## src/sv/tcce_pkg.sv

```systemverilog
package tcce_pkg;

  // Field widths fixed by the stream formats.
  localparam int COL_W     = 7;
  localparam int ROW_W     = 5;
  localparam int IDX_W     = 11;
  localparam int LOC_OUT_W = 11;
  localparam int CHAR_W    = 8;
  localparam int COLOR_W   = 8;
  localparam int CELL_W    = 16;
  localparam int CFG_IDX_W = 3;

  // Item commands.
  localparam logic CMD_PUT  = 1'b0;
  localparam logic CMD_READ = 1'b1;

  // Fixed character codes and the cell written by the clearing pass.
  localparam logic [CHAR_W-1:0] CODE_NEWLINE   = 8'd10;
  localparam logic [CHAR_W-1:0] CODE_BACKSPACE = 8'd8;
  localparam logic [CHAR_W-1:0] CODE_SPACE     = 8'd32;
  localparam logic [CELL_W-1:0] RESET_CELL     = 16'h0F20;

  // Configuration register indexes.
  localparam logic [CFG_IDX_W-1:0] CFG_TEXT_COLOR = 3'd0;
  localparam logic [CFG_IDX_W-1:0] CFG_KEY_UP     = 3'd1;
  localparam logic [CFG_IDX_W-1:0] CFG_KEY_DOWN   = 3'd2;
  localparam logic [CFG_IDX_W-1:0] CFG_KEY_LEFT   = 3'd3;
  localparam logic [CFG_IDX_W-1:0] CFG_KEY_RIGHT  = 3'd4;

  // Commands from the controller to the datapath.
  typedef struct packed {
    logic capture;   // latch the input beat
    logic exec;      // carry out the latched item
    logic clear_wr;  // clearing pass: write the reset cell at the counter
    logic copy_rd;   // scroll: read the cell one row below the counter
    logic fill_wr;   // scroll: write a blank at the counter
    logic load_out;  // load the result register
  } cmd_t;

  // Status from the datapath to the controller.
  typedef struct packed {
    logic cnt_last;       // counter on the last cell of the store
    logic cnt_copy_last;  // counter on the last cell that the copy writes
    logic scroll;         // the item being carried out needs a scroll
    logic out_busy;       // result register holds a beat not yet taken
  } status_t;

endpackage

```

## src/sv/tcce_ctrl.sv

```systemverilog
module tcce_ctrl (
  input  logic             clk,
  input  logic             rst,
  input  logic             in_valid,
  output logic             in_ready,
  input  tcce_pkg::status_t status,
  output tcce_pkg::cmd_t    cmd
);
  import tcce_pkg::*;

  typedef enum logic [6:0] {
    ST_CLEAR = 7'b0000001,
    ST_IDLE  = 7'b0000010,
    ST_EXEC  = 7'b0000100,
    ST_COPY  = 7'b0001000,
    ST_DRAIN = 7'b0010000,
    ST_FILL  = 7'b0100000,
    ST_RESP  = 7'b1000000
  } state_t;

  state_t state;
  state_t state_next;

  // State register; reset starts the clearing pass over the store.
  always_ff @(posedge clk) begin
    if (rst) begin
      state <= ST_CLEAR;
    end else begin
      state <= state_next;
    end
  end

  // Next state and commands.
  always_comb begin
    state_next = state;
    cmd        = '0;
    in_ready   = 1'b0;
    case (state)
      ST_CLEAR: begin
        cmd.clear_wr = 1'b1;
        if (status.cnt_last) begin
          state_next = ST_IDLE;
        end
      end
      ST_IDLE: begin
        in_ready = 1'b1;
        if (in_valid) begin
          cmd.capture = 1'b1;
          state_next  = ST_EXEC;
        end
      end
      ST_EXEC: begin
        cmd.exec   = 1'b1;
        state_next = status.scroll ? ST_COPY : ST_RESP;
      end
      ST_COPY: begin
        cmd.copy_rd = 1'b1;
        if (status.cnt_copy_last) begin
          state_next = ST_DRAIN;
        end
      end
      ST_DRAIN: begin
        // The last copied cell is written in this cycle.
        state_next = ST_FILL;
      end
      ST_FILL: begin
        cmd.fill_wr = 1'b1;
        if (status.cnt_last) begin
          state_next = ST_RESP;
        end
      end
      ST_RESP: begin
        if (!status.out_busy) begin
          cmd.load_out = 1'b1;
          state_next   = ST_IDLE;
        end
      end
      default: begin
        state_next = ST_CLEAR;
      end
    endcase
  end

endmodule

```

## config.mk

```make
export PLATFORM = sky130hd
export DESIGN_NAME = tcce_ctrl
export DESIGN_NICKNAME = d
export VERILOG_FILES = /design/src/sv/tcce_pkg.sv /design/src/sv/tcce_ctrl.sv
export SDC_FILE = /design/constraint.sdc
export NUM_CORES = 1
export LEC_CHECK = 0
export BUFFER_PORTS_ARGS = -buffer_cell sky130_fd_sc_hd__buf_4
export CORE_MARGIN = 2
export CORE_UTILIZATION = 25
export CTS_BUF_LIST = sky130_fd_sc_hd__clkbuf_16
export DETAILED_ROUTE_END_ITERATION = 10
export SYNTH_ARGS = -nofsm -noshare
export SYNTH_HDL_FRONTEND = slang
export SYNTH_SLANG_ARGS = --single-unit
```

## constraint.sdc

```tcl
create_clock -name clk -period 1.81 [get_ports clk]
set_input_delay 0.181 -clock clk [delete_from_list [all_inputs] [get_ports clk]]
set_output_delay 0.181 -clock clk [all_outputs]
set_load 0.02 [all_outputs]
```

## Word level (Yosys, flattened, before mapping)

Index checks and enable logic that the tools add are counted.

| cells by class | value |
|---|---|
| $add $sub $neg | 0 |
| multiply operators | 0 |
| divide/modulo/power cells | 0 |
| order comparisons | 0 |
| equality and inequality tests | 12 |
| shifts and indexed selects | 0 |
| mux-type cells | 16 |
| bitwise gates (word level) | 0 |
| reduce and logical (&&, ||, !) cells | 1 |

Operators with widths:

| cell | number |
|---|---|
| 7-bit case mux with 7 select lines | 1 |
| 7-bit 2-to-1 mux | 6 |
| 2-bit inequality test, second input constant | 5 |
| 1-bit 2-to-1 mux | 9 |
| 7-bit by 1-bit equality test with 1-bit output, second input constant | 1 |
| 7-bit by 2-bit equality test with 1-bit output, second input constant | 1 |
| 7-bit by 3-bit equality test with 1-bit output, second input constant | 1 |
| 7-bit by 4-bit equality test with 1-bit output, second input constant | 1 |
| 7-bit by 5-bit equality test with 1-bit output, second input constant | 1 |
| 7-bit by 6-bit equality test with 1-bit output, second input constant | 1 |
| 7-bit equality test, second input constant | 1 |
| 5-bit AND reduction | 1 |

| storage, ports and cells | value |
|---|---|
| flip-flop bits (word level) | 7 |
| latch bits | 0 |
| bits in writable memories | 0 |
| ROM bits | 0 |
| bits of input ports | 7 |
| memories | 0 |

## Longest topological paths before layout

Gate-level depths: netlist (run 1).

| depth | value |
|---|---|
| word-level depth | 3 |
| mapped depth | 5 |

## Worst setup path before layout (run 1)

Ideal clock, no wire load.

| timing | value |
|---|---|
| kind | reg2out |
| start point | reg state[1] |
| end point | out cmd[3] (netlist bit) |
| data arrival time | 1.738 ns |
| required time | 1.629 ns |
| path slack | -0.109 ns |
| stages on the path, launching flop included | 4 |
| path through | dfxtp_1 -> buf_6 -> or4_4 -> nor4b_1 |

RTL lines:

| what | line | text |
|---|---|---|
| start: declaration | tcce_ctrl.sv:21 | `state_t state;` |
| start signal: assignment | tcce_ctrl.sv:29 | `state <= state_next;` |
| end: declaration | tcce_ctrl.sv:7 | `output tcce_pkg::cmd_t cmd` |

==> metrics.md, run 1 <==
| Metric | Value |
|---|---|
| Die ar. | 2710 µm² |
| ANT nets after route | 0 |
| Pre-CTS WS | 0.194 ns |
| Worst Hold Class | primary input to flip-flop |
| Sw frac | 0.317 |
| DRT Pass-1 Iters | 4 |
| Slew @ Worst Pin | 0.449 ns |
| Fin crit share | 1.00 |
| Drt drc | 0 |
| Area leader, netlist | dfxtp_1 |
| Power per cell area | 1260 nW/µm² |
| Net Sw Power | 0.329 mW |
| Leakage Power | 0.366 nW |
| Sequential-to-total area share from yosys stat | 0.242 |
| Final min period | 1.82 ns |
| M2 GR Usage | 0.177 |
| Vias | 567 |
| Worst Skew | 0.00153 ns |
| Final HPWL DP | 972 µm |
| CTS root buffer | clkbuf_16 |
| Logic gate share of total power | 0.419 |
| Seq pwr share | 0.230 |
| Synth cell types | 32 |
| H-Tree Depth | 1 |
| CP delay by family, top | simple AND/OR/NAND/NOR gates |
| Fin. max-slew vios | 0 |
| Count of final hold-check violations | 0 |
| Top Ports | 14 |
| Remaining global-route overflow | 0 |
| Largest net degree at the start of global routing | 11 |
| CTS Buffer Depth | 2 |
| Sink Count | 7 |
| Number of max-cap violations | 0 |
| Layout net count | 90 |
| Required time worst endpoint | 1.63 ns |
| Routing usage on met1 | 0.129 |
| Port Buf Inserts | 13 |
| Initial antenna violation count | 0 |
| Largest Register | state |
| Ys async rst share | 0 |
| Setup slack after layout | -0.00822 ns |
| Dominant cells by area after synthesis | dfxtp_1 (24%), nor4b_1 (9.1%), buf_6 (5.8%) |
| Worst-Skew Late Latency | 0.23 ns |
| Crit-path max cell delay | 0.58 ns |
| Initial Util | 0.264 |
| Ys flop type | dfxtp_1 |
| Post-synth EDFFs | 0 |
| Failing checks | negative setup slack |
| Status | complete, but fails checks |
| Pint | 0.709 mW |
| Setup Viol. Count Final | 1 |
| Number of flip-flops in the largest register | 7 |
| Placement row count | 17 |
| Layout cells sized above 1 | 0.512 |
| Antenna Cells | 0 |
| Startpoint types | flip-flop |
| RSZ-0062 raised after global routing | yes |
| Fmax | 550 MHz |
| TritonCTS Buffers | 3 |
| CTS tree | built |
| Met3 usage | 0.0287 |
| Vias per cell | 5.15 |
| Hold slack | 0.203 ns |
| Area share of the largest cell type after synthesis | 0.242 |
| Crit Path Class | flip-flop to primary output |
| Post-synthesis area per instance | 9.32 µm² |
| Die W | 52.1 µm |
| Crit. End Element | primary output |
| Crit path buf inv count | 1 |
| DR WL/cell | 13.1 µm |
| Worst path cell trace | or4_4 > nor2_4 > and4bb_2 > buf_6 |
| Top Usage Layer GRT | met2 |
| Post-placement cell count | 98 |
| DIE HEIGHT | 52.1 µm |
| Core Region | 2190 µm² |
| Clk network pwr share | 0.351 |
| CTS clk-pin slew, worst paths | 0.04 ns |
| Final wirelength | 1.45 mm |
| Area Growth Syn to Fin | 42.9% |
| Biggest regs | state (7) |
| Global-route wire length before repair | 2.25 mm |
| Synth Instances | 62 |
| Vias in the first global route | 535 |
| Placer congestion estimate | 0.799 |
| 1st-iter DRT viols | 14 |
| Crit path DAT | 1.64 ns |
| Max FO, Critical Path | 4 |
| Post-synth net total | 69 |
| Max-slew headroom | 0.698 |
| Util after Layout | 0.377 |
| Tot GR Track Use | 0.112 |
| Post-synthesis register bit count | 7 |
| Layout Cells excl Fill | 110 |
| Setup TNS | -0.00822 ns |
| YS warnings | 0 |
| Max VDD drop | 0.466 mV |
| Post-Syn Area | 578 µm² |
| Critical-path top delay cell | or4_4 |
## placed cells by master, fill, tap and decap left out, types with 2 or more instances in the layout
| master | instances |
|---|---|
| and4bb_2 | 2 |
| buf_4 | 21 |
| clkbuf_16 | 3 |
| dfxtp_1 | 3 |
| dfxtp_2 | 2 |
| dfxtp_4 | 2 |
| inv_1 | 4 |
| nand2_1 | 5 |
| nand3_1 | 2 |
| nand4b_1 | 2 |
| nor2_1 | 5 |
| nor4_1 | 2 |
| nor4b_1 | 5 |
| nor4b_2 | 2 |
| xor2_1 | 2 |
## path summary, 6_finish.rpt
check            from        to  slack (ns)  cells after the start
min reg2reg  state[3]  state[4]        0.63                      2
max reg2reg  state[1]  state[6]        0.08                      6
max          state[1]    cmd[0]      -0.008                      4
min               rst  state[2]        0.20                      2
## synth_stat cells, types with 2 or more instances
cell and count:
nand4b_1 2, nand3_1 2, and4bb_2 2, buf_6 3, nor2_1 5, nor4b_1 6, xor2_1 2, dfxtp_1 7
nor4_1 2, nand2_1 5, buf_4 3, inv_1 3
## logic make-up after synthesis
family	after synthesis	share of synthesized area
buffers and inverters	9	0.117
xor gates and xnor gates	2	0.0303
and+or+nand+nor	36	0.494
DFF	7	0.242
AOI/OAI and AO/OA	8	0.117
## metrics by stage
stage,total power [mW],cell area [µm²]
after floorplan,0.507,584
after global placement,0.548,668
after detailed placement,0.551,668
after CTS,0.967,769
after global routing,1.10,826
final,1.04,826
## repair_timing
item,4_1_cts,5_1_grt
pin swaps,2,3
endpoints found under the setup margin,4,5
hold endpoints to repair,0,0
gates resized for setup,3,5
buffers inserted,2,6
hold buffers,0,0
## power by group through the flow
stage	Sequential, mW	Clock, mW	Combinational (mW)
CTS	0.241	0.368	0.358
global route	0.242	0.381	0.472
detailed placement	0.242	0	0.308
global placement	0.239	0	0.308
floorplan	0.188	0	0.319
finish	0.238	0.365	0.435
## layout make-up
class | instances | area (µm²)
Clock inverter | 1 | 3.75
Timing Repair Buffer | 22 | 169
Fill cell | 220 | 1370
Clock buffer | 3 | 75.1
Inverter | 3 | 11.3
Sequential cell | 7 | 150
Multi-Input combinational cell | 46 | 382
Tap cell | 28 | 35.0
## per-layer routing
metal,wire [µm],share of wire,vias to the layer above
met3,84,0.058,4
li1,-,-,274
met5,0,0,-
met4,35,0.024,0
met2,728,0.50,22
met1,597,0.41,267
No activity file was read; power rests on OpenSTA's default activity.
==> run 2: changes to the inputs <==
--- a/config.mk
+++ b/config.mk
@@ -10,6 +10,7 @@
 export CORE_UTILIZATION = 25
 export CTS_BUF_LIST = sky130_fd_sc_hd__clkbuf_16
 export DETAILED_ROUTE_END_ITERATION = 10
+export PLACE_DENSITY = 0.53
 export SYNTH_ARGS = -nofsm -noshare
 export SYNTH_HDL_FRONTEND = slang
 export SYNTH_SLANG_ARGS = --single-unit
==> metrics.md, run 2 (synthesis results as in run 1) <==
| Metric | Value |
|---|---|
| Hold depth | 2 |
| Hold Startpoint | rst |
| Biggest regs | state (7) |
| Worst R2R End | state[1] |
| Slew @ Worst Pin | 0.467 ns |
| CTS Buffer Depth | 2 |
| Worst Skew | 0.000959 ns |
| Count of final hold-check violations | 0 |
| Status | finished, final reports clean |
| Commonest non-fill, non-tap cell in the layout | buf_4 |
| Filler cells | 222 |
| FF-to-FF path depth | 6 |
| Crit path buf inv count | 1 |
| Placed inst area | 676 µm² |
| Worst Hold Class | primary input to flip-flop |
| Final wirelength | 1.39 mm |
| Vias in the first global route | 579 |
| Largest Register | state |
| ANT nets after route | 0 |
| Max-slew headroom | 0.688 |
| FF-to-FF setup slack | 0.20 ns |
| 1st-iter DRT viols | 7 |
| Sink Count | 7 |
| Startpoint types | flip-flop |
| Worst path cell trace | or4_4 > nor4b_4 > buf_4 |
| Reg area | 146 µm² |
| Leakage Power | 0.338 nW |
| CTS root buffer | clkbuf_16 |
| Layout cells sized above 1 | 0.487 |
| Setup Viol. Count Final | 0 |
| CP delay by family, top | simple AND/OR/NAND/NOR gates |
| Routing usage on met1 | 0.132 |
| Largest net degree at the start of global routing | 11 |
| R2r startpoint | state[0] |
| Final HPWL DP | 1.05 mm |
| Layout net count | 84 |
| RSZ-0062 raised after global routing | yes |
| Initial antenna violation count | 0 |
| Crit-path max cell delay | 0.57 ns |
| Crit path DAT | 1.62 ns |
| DR WL/cell | 13.3 µm |
| Hold_buf cts | 0 |
| CTS tree | built |
| Max FO, Critical Path | 6 |
| DIE HEIGHT | 52.1 µm |
| Area Growth Syn to Fin | 34.4% |
| Drt drc | 0 |
| Multi-input logic area | 382 µm² |
| Crit. End Element | primary output |
| Number of flip-flops in the largest register | 7 |
| Placement row count | 17 |
| Critical-path top delay cell | or4_4 |
| Die ar. | 2710 µm² |
| Post-route cell area | 777 µm² |
| Number of max-cap violations | 0 |
| Most frequent cells in the layout | buf_4 (15), nor2_1 (5), nand2_1 (5), nor4b_1 (5), dfxtp_2 (5) |
| Initial Util | 0.264 |
| Max VDD drop | 0.495 mV |
| Met3 usage | 0.0201 |
| Vias per cell | 5.17 |
| Core Region | 2190 µm² |
| M2 GR Usage | 0.188 |
| Top Usage Layer GRT | met2 |
| Vias | 538 |
| CTS clk-pin slew, worst paths | 0.04 ns |
| Worst-Skew Late Latency | 0.23 ns |
| Global-route wire length before repair | 2.33 mm |
| Required time worst endpoint | 1.63 ns |
| H-Tree Depth | 1 |
| Power per cell area | 1260 nW/µm² |
| TritonCTS Buffers | 3 |
| Worst Hold End | state[3] |
| Antenna Cells | 0 |
| Util after Layout | 0.355 |
| Fin crit share | 0.993 |
| Remaining global-route overflow | 0 |
| Die W | 52.1 µm |
| Fmax | 556 MHz |
| Final min period | 1.80 ns |
| Fin. max-slew vios | 0 |
| Placer congestion estimate | 0.761 |
| Port Buf Inserts | 13 |
| DRT Pass-1 Iters | 4 |
| Crit Path Class | flip-flop to primary output |
| Tot GR Track Use | 0.116 |
| Top Ports | 14 |
-- run 2: changes by cell type in the layout (fill, tap and decap cells not counted), sizes merged --
| cell | delta |
|---|---|
| buf | -6 |
-- run 2: worst reg2reg max path, stage by stage, from the launching register on --
cell and delay (ns):
dfxtp_1 0.60, nor4_4 0.09, buf_4 0.16, nand4b_1 0.16, nand2_1 0.10, buf_4 0.16, a2111oi_2 0.25
-- run 2: worst max path at each step --
stage | cells after the start | to | slack (ns) | start
floorplan | 5 | state[6] | 0.14 | state[1]
global placement | 4 | state[1] | 0.22 | state[4]
detailed placement | 4 | cmd[5] | 0.20 | state[6]
CTS | 4 | cmd[5] | 0.009 | state[5]
global route | 3 | cmd[3] | -0.02 | state[4]
finish | 3 | cmd[1] | 0.01 | state[4]
-- run 2: repair_timing --
action	in CTS	in global routing
buffers inserted	0	1
gates resized for setup	3	4
pin swaps	1	1
cloned	0	0
setup endpoints to repair	3	4
-- run 2: cell type report --
class	count	share of cell area
Tap cell	28	0.0451
Inverter	3	0.0145
Sequential cell	7	0.188
Clock buffer	3	0.0966
Timing Repair Buffer	16	0.159
Clock inverter	1	0.00483
Multi-Input combinational cell	46	0.491
-- run 2: per-stage QoR --
| stage | worst slack, ns | hold slack (ns) | cells | setup TNS (ns) | power [mW] |
|---|---|---|---|---|---|
| finish | 0.0118 | 0.192 | 104 | 0 | 0.976 |
| global route | -0.0190 | 0.199 | 104 | -0.0436 | 1.03 |
| CTS | 0.00884 | 0.194 | 103 | 0 | 0.965 |
| detailed placement | 0.204 | 0.432 | 99 | 0 | 0.586 |
| global placement | 0.215 | 0.433 | 99 | 0 | 0.581 |
| floorplan | 0.139 | 0.321 | 62 | 0 | 0.507 |
-- run 2: layer usage --
layer	up-vias	share of wire
met5	-	0
met4	0	0.014
met3	2	0.053
met2	20	0.48
met1	253	0.46
li1	263	-
-- run 2: report_power, final --
group	leakage (nW)	switching (mW)	internal [mW]
logic	0.236	0.189	0.188
registers	0.0595	0.0500	0.177
clock network	0.0423	0.0852	0.287
==> run 3: changes to the inputs <==
--- a/config.mk
+++ b/config.mk
@@ -5,7 +5,7 @@
 export SDC_FILE = /design/constraint.sdc
 export NUM_CORES = 1
 export LEC_CHECK = 0
-export BUFFER_PORTS_ARGS = -buffer_cell sky130_fd_sc_hd__buf_4
+export BUFFER_PORTS_ARGS = -buffer_cell sky130_fd_sc_hd__clkbuf_2
 export CORE_MARGIN = 2
 export CORE_UTILIZATION = 25
 export CTS_BUF_LIST = sky130_fd_sc_hd__clkbuf_16
==> metrics.md, run 3 (synthesis results as in run 1) <==
| Metric | Value |
|---|---|
| Vias per cell | 5.10 |
| Die W | 52.1 µm |
| Worst Skew | 0.00267 ns |
| Max-slew headroom | 0.693 |
| Final wirelength | 1.32 mm |
| Placer congestion estimate | 0.783 |
| Initial Util | 0.264 |
| Area Growth Syn to Fin | 35.3% |
| Crit Path Class | flip-flop to primary output |
| Number of max-cap violations | 0 |
| TritonCTS Buffers | 3 |
| FF-to-FF path depth | 5 |
| Power per cell area | 1250 nW/µm² |
| Count of final hold-check violations | 0 |
| CTS clk-pin slew, worst paths | 0.04 ns |
| Die ar. | 2710 µm² |
| Worst Hold Class | primary input to flip-flop |
| Status | finished, final reports clean |
| Placement row count | 17 |
| 1st-iter DRT viols | 2 |
| Tot GR Track Use | 0.113 |
| Pre-CTS WS | 0.181 ns |
| Util after Layout | 0.357 |
| Hold depth | 3 |
| Crit path DAT | 1.61 ns |
| Fmax | 557 MHz |
| Vias in the first global route | 497 |
| FF-to-FF setup slack | 0.21 ns |
| Layout cells sized above 1 | 0.494 |
| Worst-Skew Late Latency | 0.23 ns |
| Core Region | 2190 µm² |
| Setup slack after layout | 0.0159 ns |
| Sink Count | 7 |
| H-Tree Depth | 1 |
| Initial antenna violation count | 0 |
| Fin. max-slew vios | 0 |
| Crit. End Element | primary output |
| Setup TNS | 0 ns |
| Filler cells | 225 |
| Leakage Power | 0.345 nW |
| Biggest regs | state (7) |
| Setup Viol. Count Final | 0 |
| DRT Pass-1 Iters | 4 |
| Drt drc | 0 |
| Hold_buf cts | 0 |
| Startpoint types | flip-flop |
| Top Ports | 14 |
| CTS tree | built |
| CTS Buffer Depth | 2 |
| Global-route wire length before repair | 2.20 mm |
| Slew @ Worst Pin | 0.459 ns |
| Layout net count | 87 |
| Final min period | 1.79 ns |
| Port Buf Inserts | 13 |
| DR WL/cell | 12.4 µm |
| DIE HEIGHT | 52.1 µm |
| Vias | 546 |
| Fin crit share | 0.991 |
| Antenna Cells | 0 |
| Most frequent cells in the layout | clkbuf_2 (10), buf_4 (8), nor2_1 (5), nand2_1 (5), nor4b_1 (5) |
| ANT nets after route | 0 |
| Max VDD drop | 0.431 mV |
| Max FO, Critical Path | 3 |
| Commonest non-fill, non-tap cell in the layout | clkbuf_2 |
| RSZ-0062 raised after global routing | yes |
| Required time worst endpoint | 1.63 ns |
| Remaining global-route overflow | 0 |
| CTS root buffer | clkbuf_16 |
| Largest Register | state |
| Largest net degree at the start of global routing | 11 |
| Number of flip-flops in the largest register | 7 |
| Final HPWL DP | 1.00 mm |
## run 3: cell types whose count changed in the layout (fill, tap and decap cells not counted), sizes merged
cell	change
buf	-7
clkbuf	+10
## run 3: path summary, 6_finish.rpt
kind | from | to
worst max-delay path | state[2] | cmd[0]
worst min-delay path | status[1] | state[3]
worst max register to register | state[2] | state[6]
worst min register to register | state[3] | state[4]
## run 3: metrics by stage
step,total power [mW],hold slack (ns),cells,area (µm²)
floorplan,0.507,0.321,62,584
global placement,0.535,0.432,98,636
detailed placement,0.535,0.431,98,636
CTS,0.962,0.187,106,768
global route,1.04,0.205,107,782
finish,0.979,0.187,107,782
## run 3: area by class of cell
cell class / count / area (µm²) / share of cell area
clock buffer: 3 / 75.1 / 0.0960
clock inverter: 1 / 3.75 / 0.00480
inverter: 3 / 11.3 / 0.0144
multi-input combinational: 46 / 382 / 0.488
sequential: 7 / 150 / 0.192
tap: 28 / 35.0 / 0.0448
timing repair buffer: 19 / 125 / 0.160
## run 3: worst max-delay path: stages (launching register included)
cell      delay (ns)
dfxtp_4         0.33
or4_4           0.58
nor2_4          0.10
and4bb_2        0.25
buf_8           0.11
## run 3: layer usage
layer / track usage / wire length, µm
met4: 0.0921 / 54
met1: 0.140 / 625
met3: 0.0287 / 73
met2: 0.162 / 570
met5: 0 / 0
## run 3: what timing repair did
item / 4_1_cts / 5_1_grt
pin swaps: 3 / 3
resized for setup: 8 / 6
endpoints found under the setup margin: 4 / 5
setup buffers: 4 / 1
endpoints found under the hold margin: 0 / 0
## run 3: power by group
part	internal (mW)	switching [mW]
clock	0.287	0.0835
combinational	0.194	0.182
sequential	0.184	0.0491
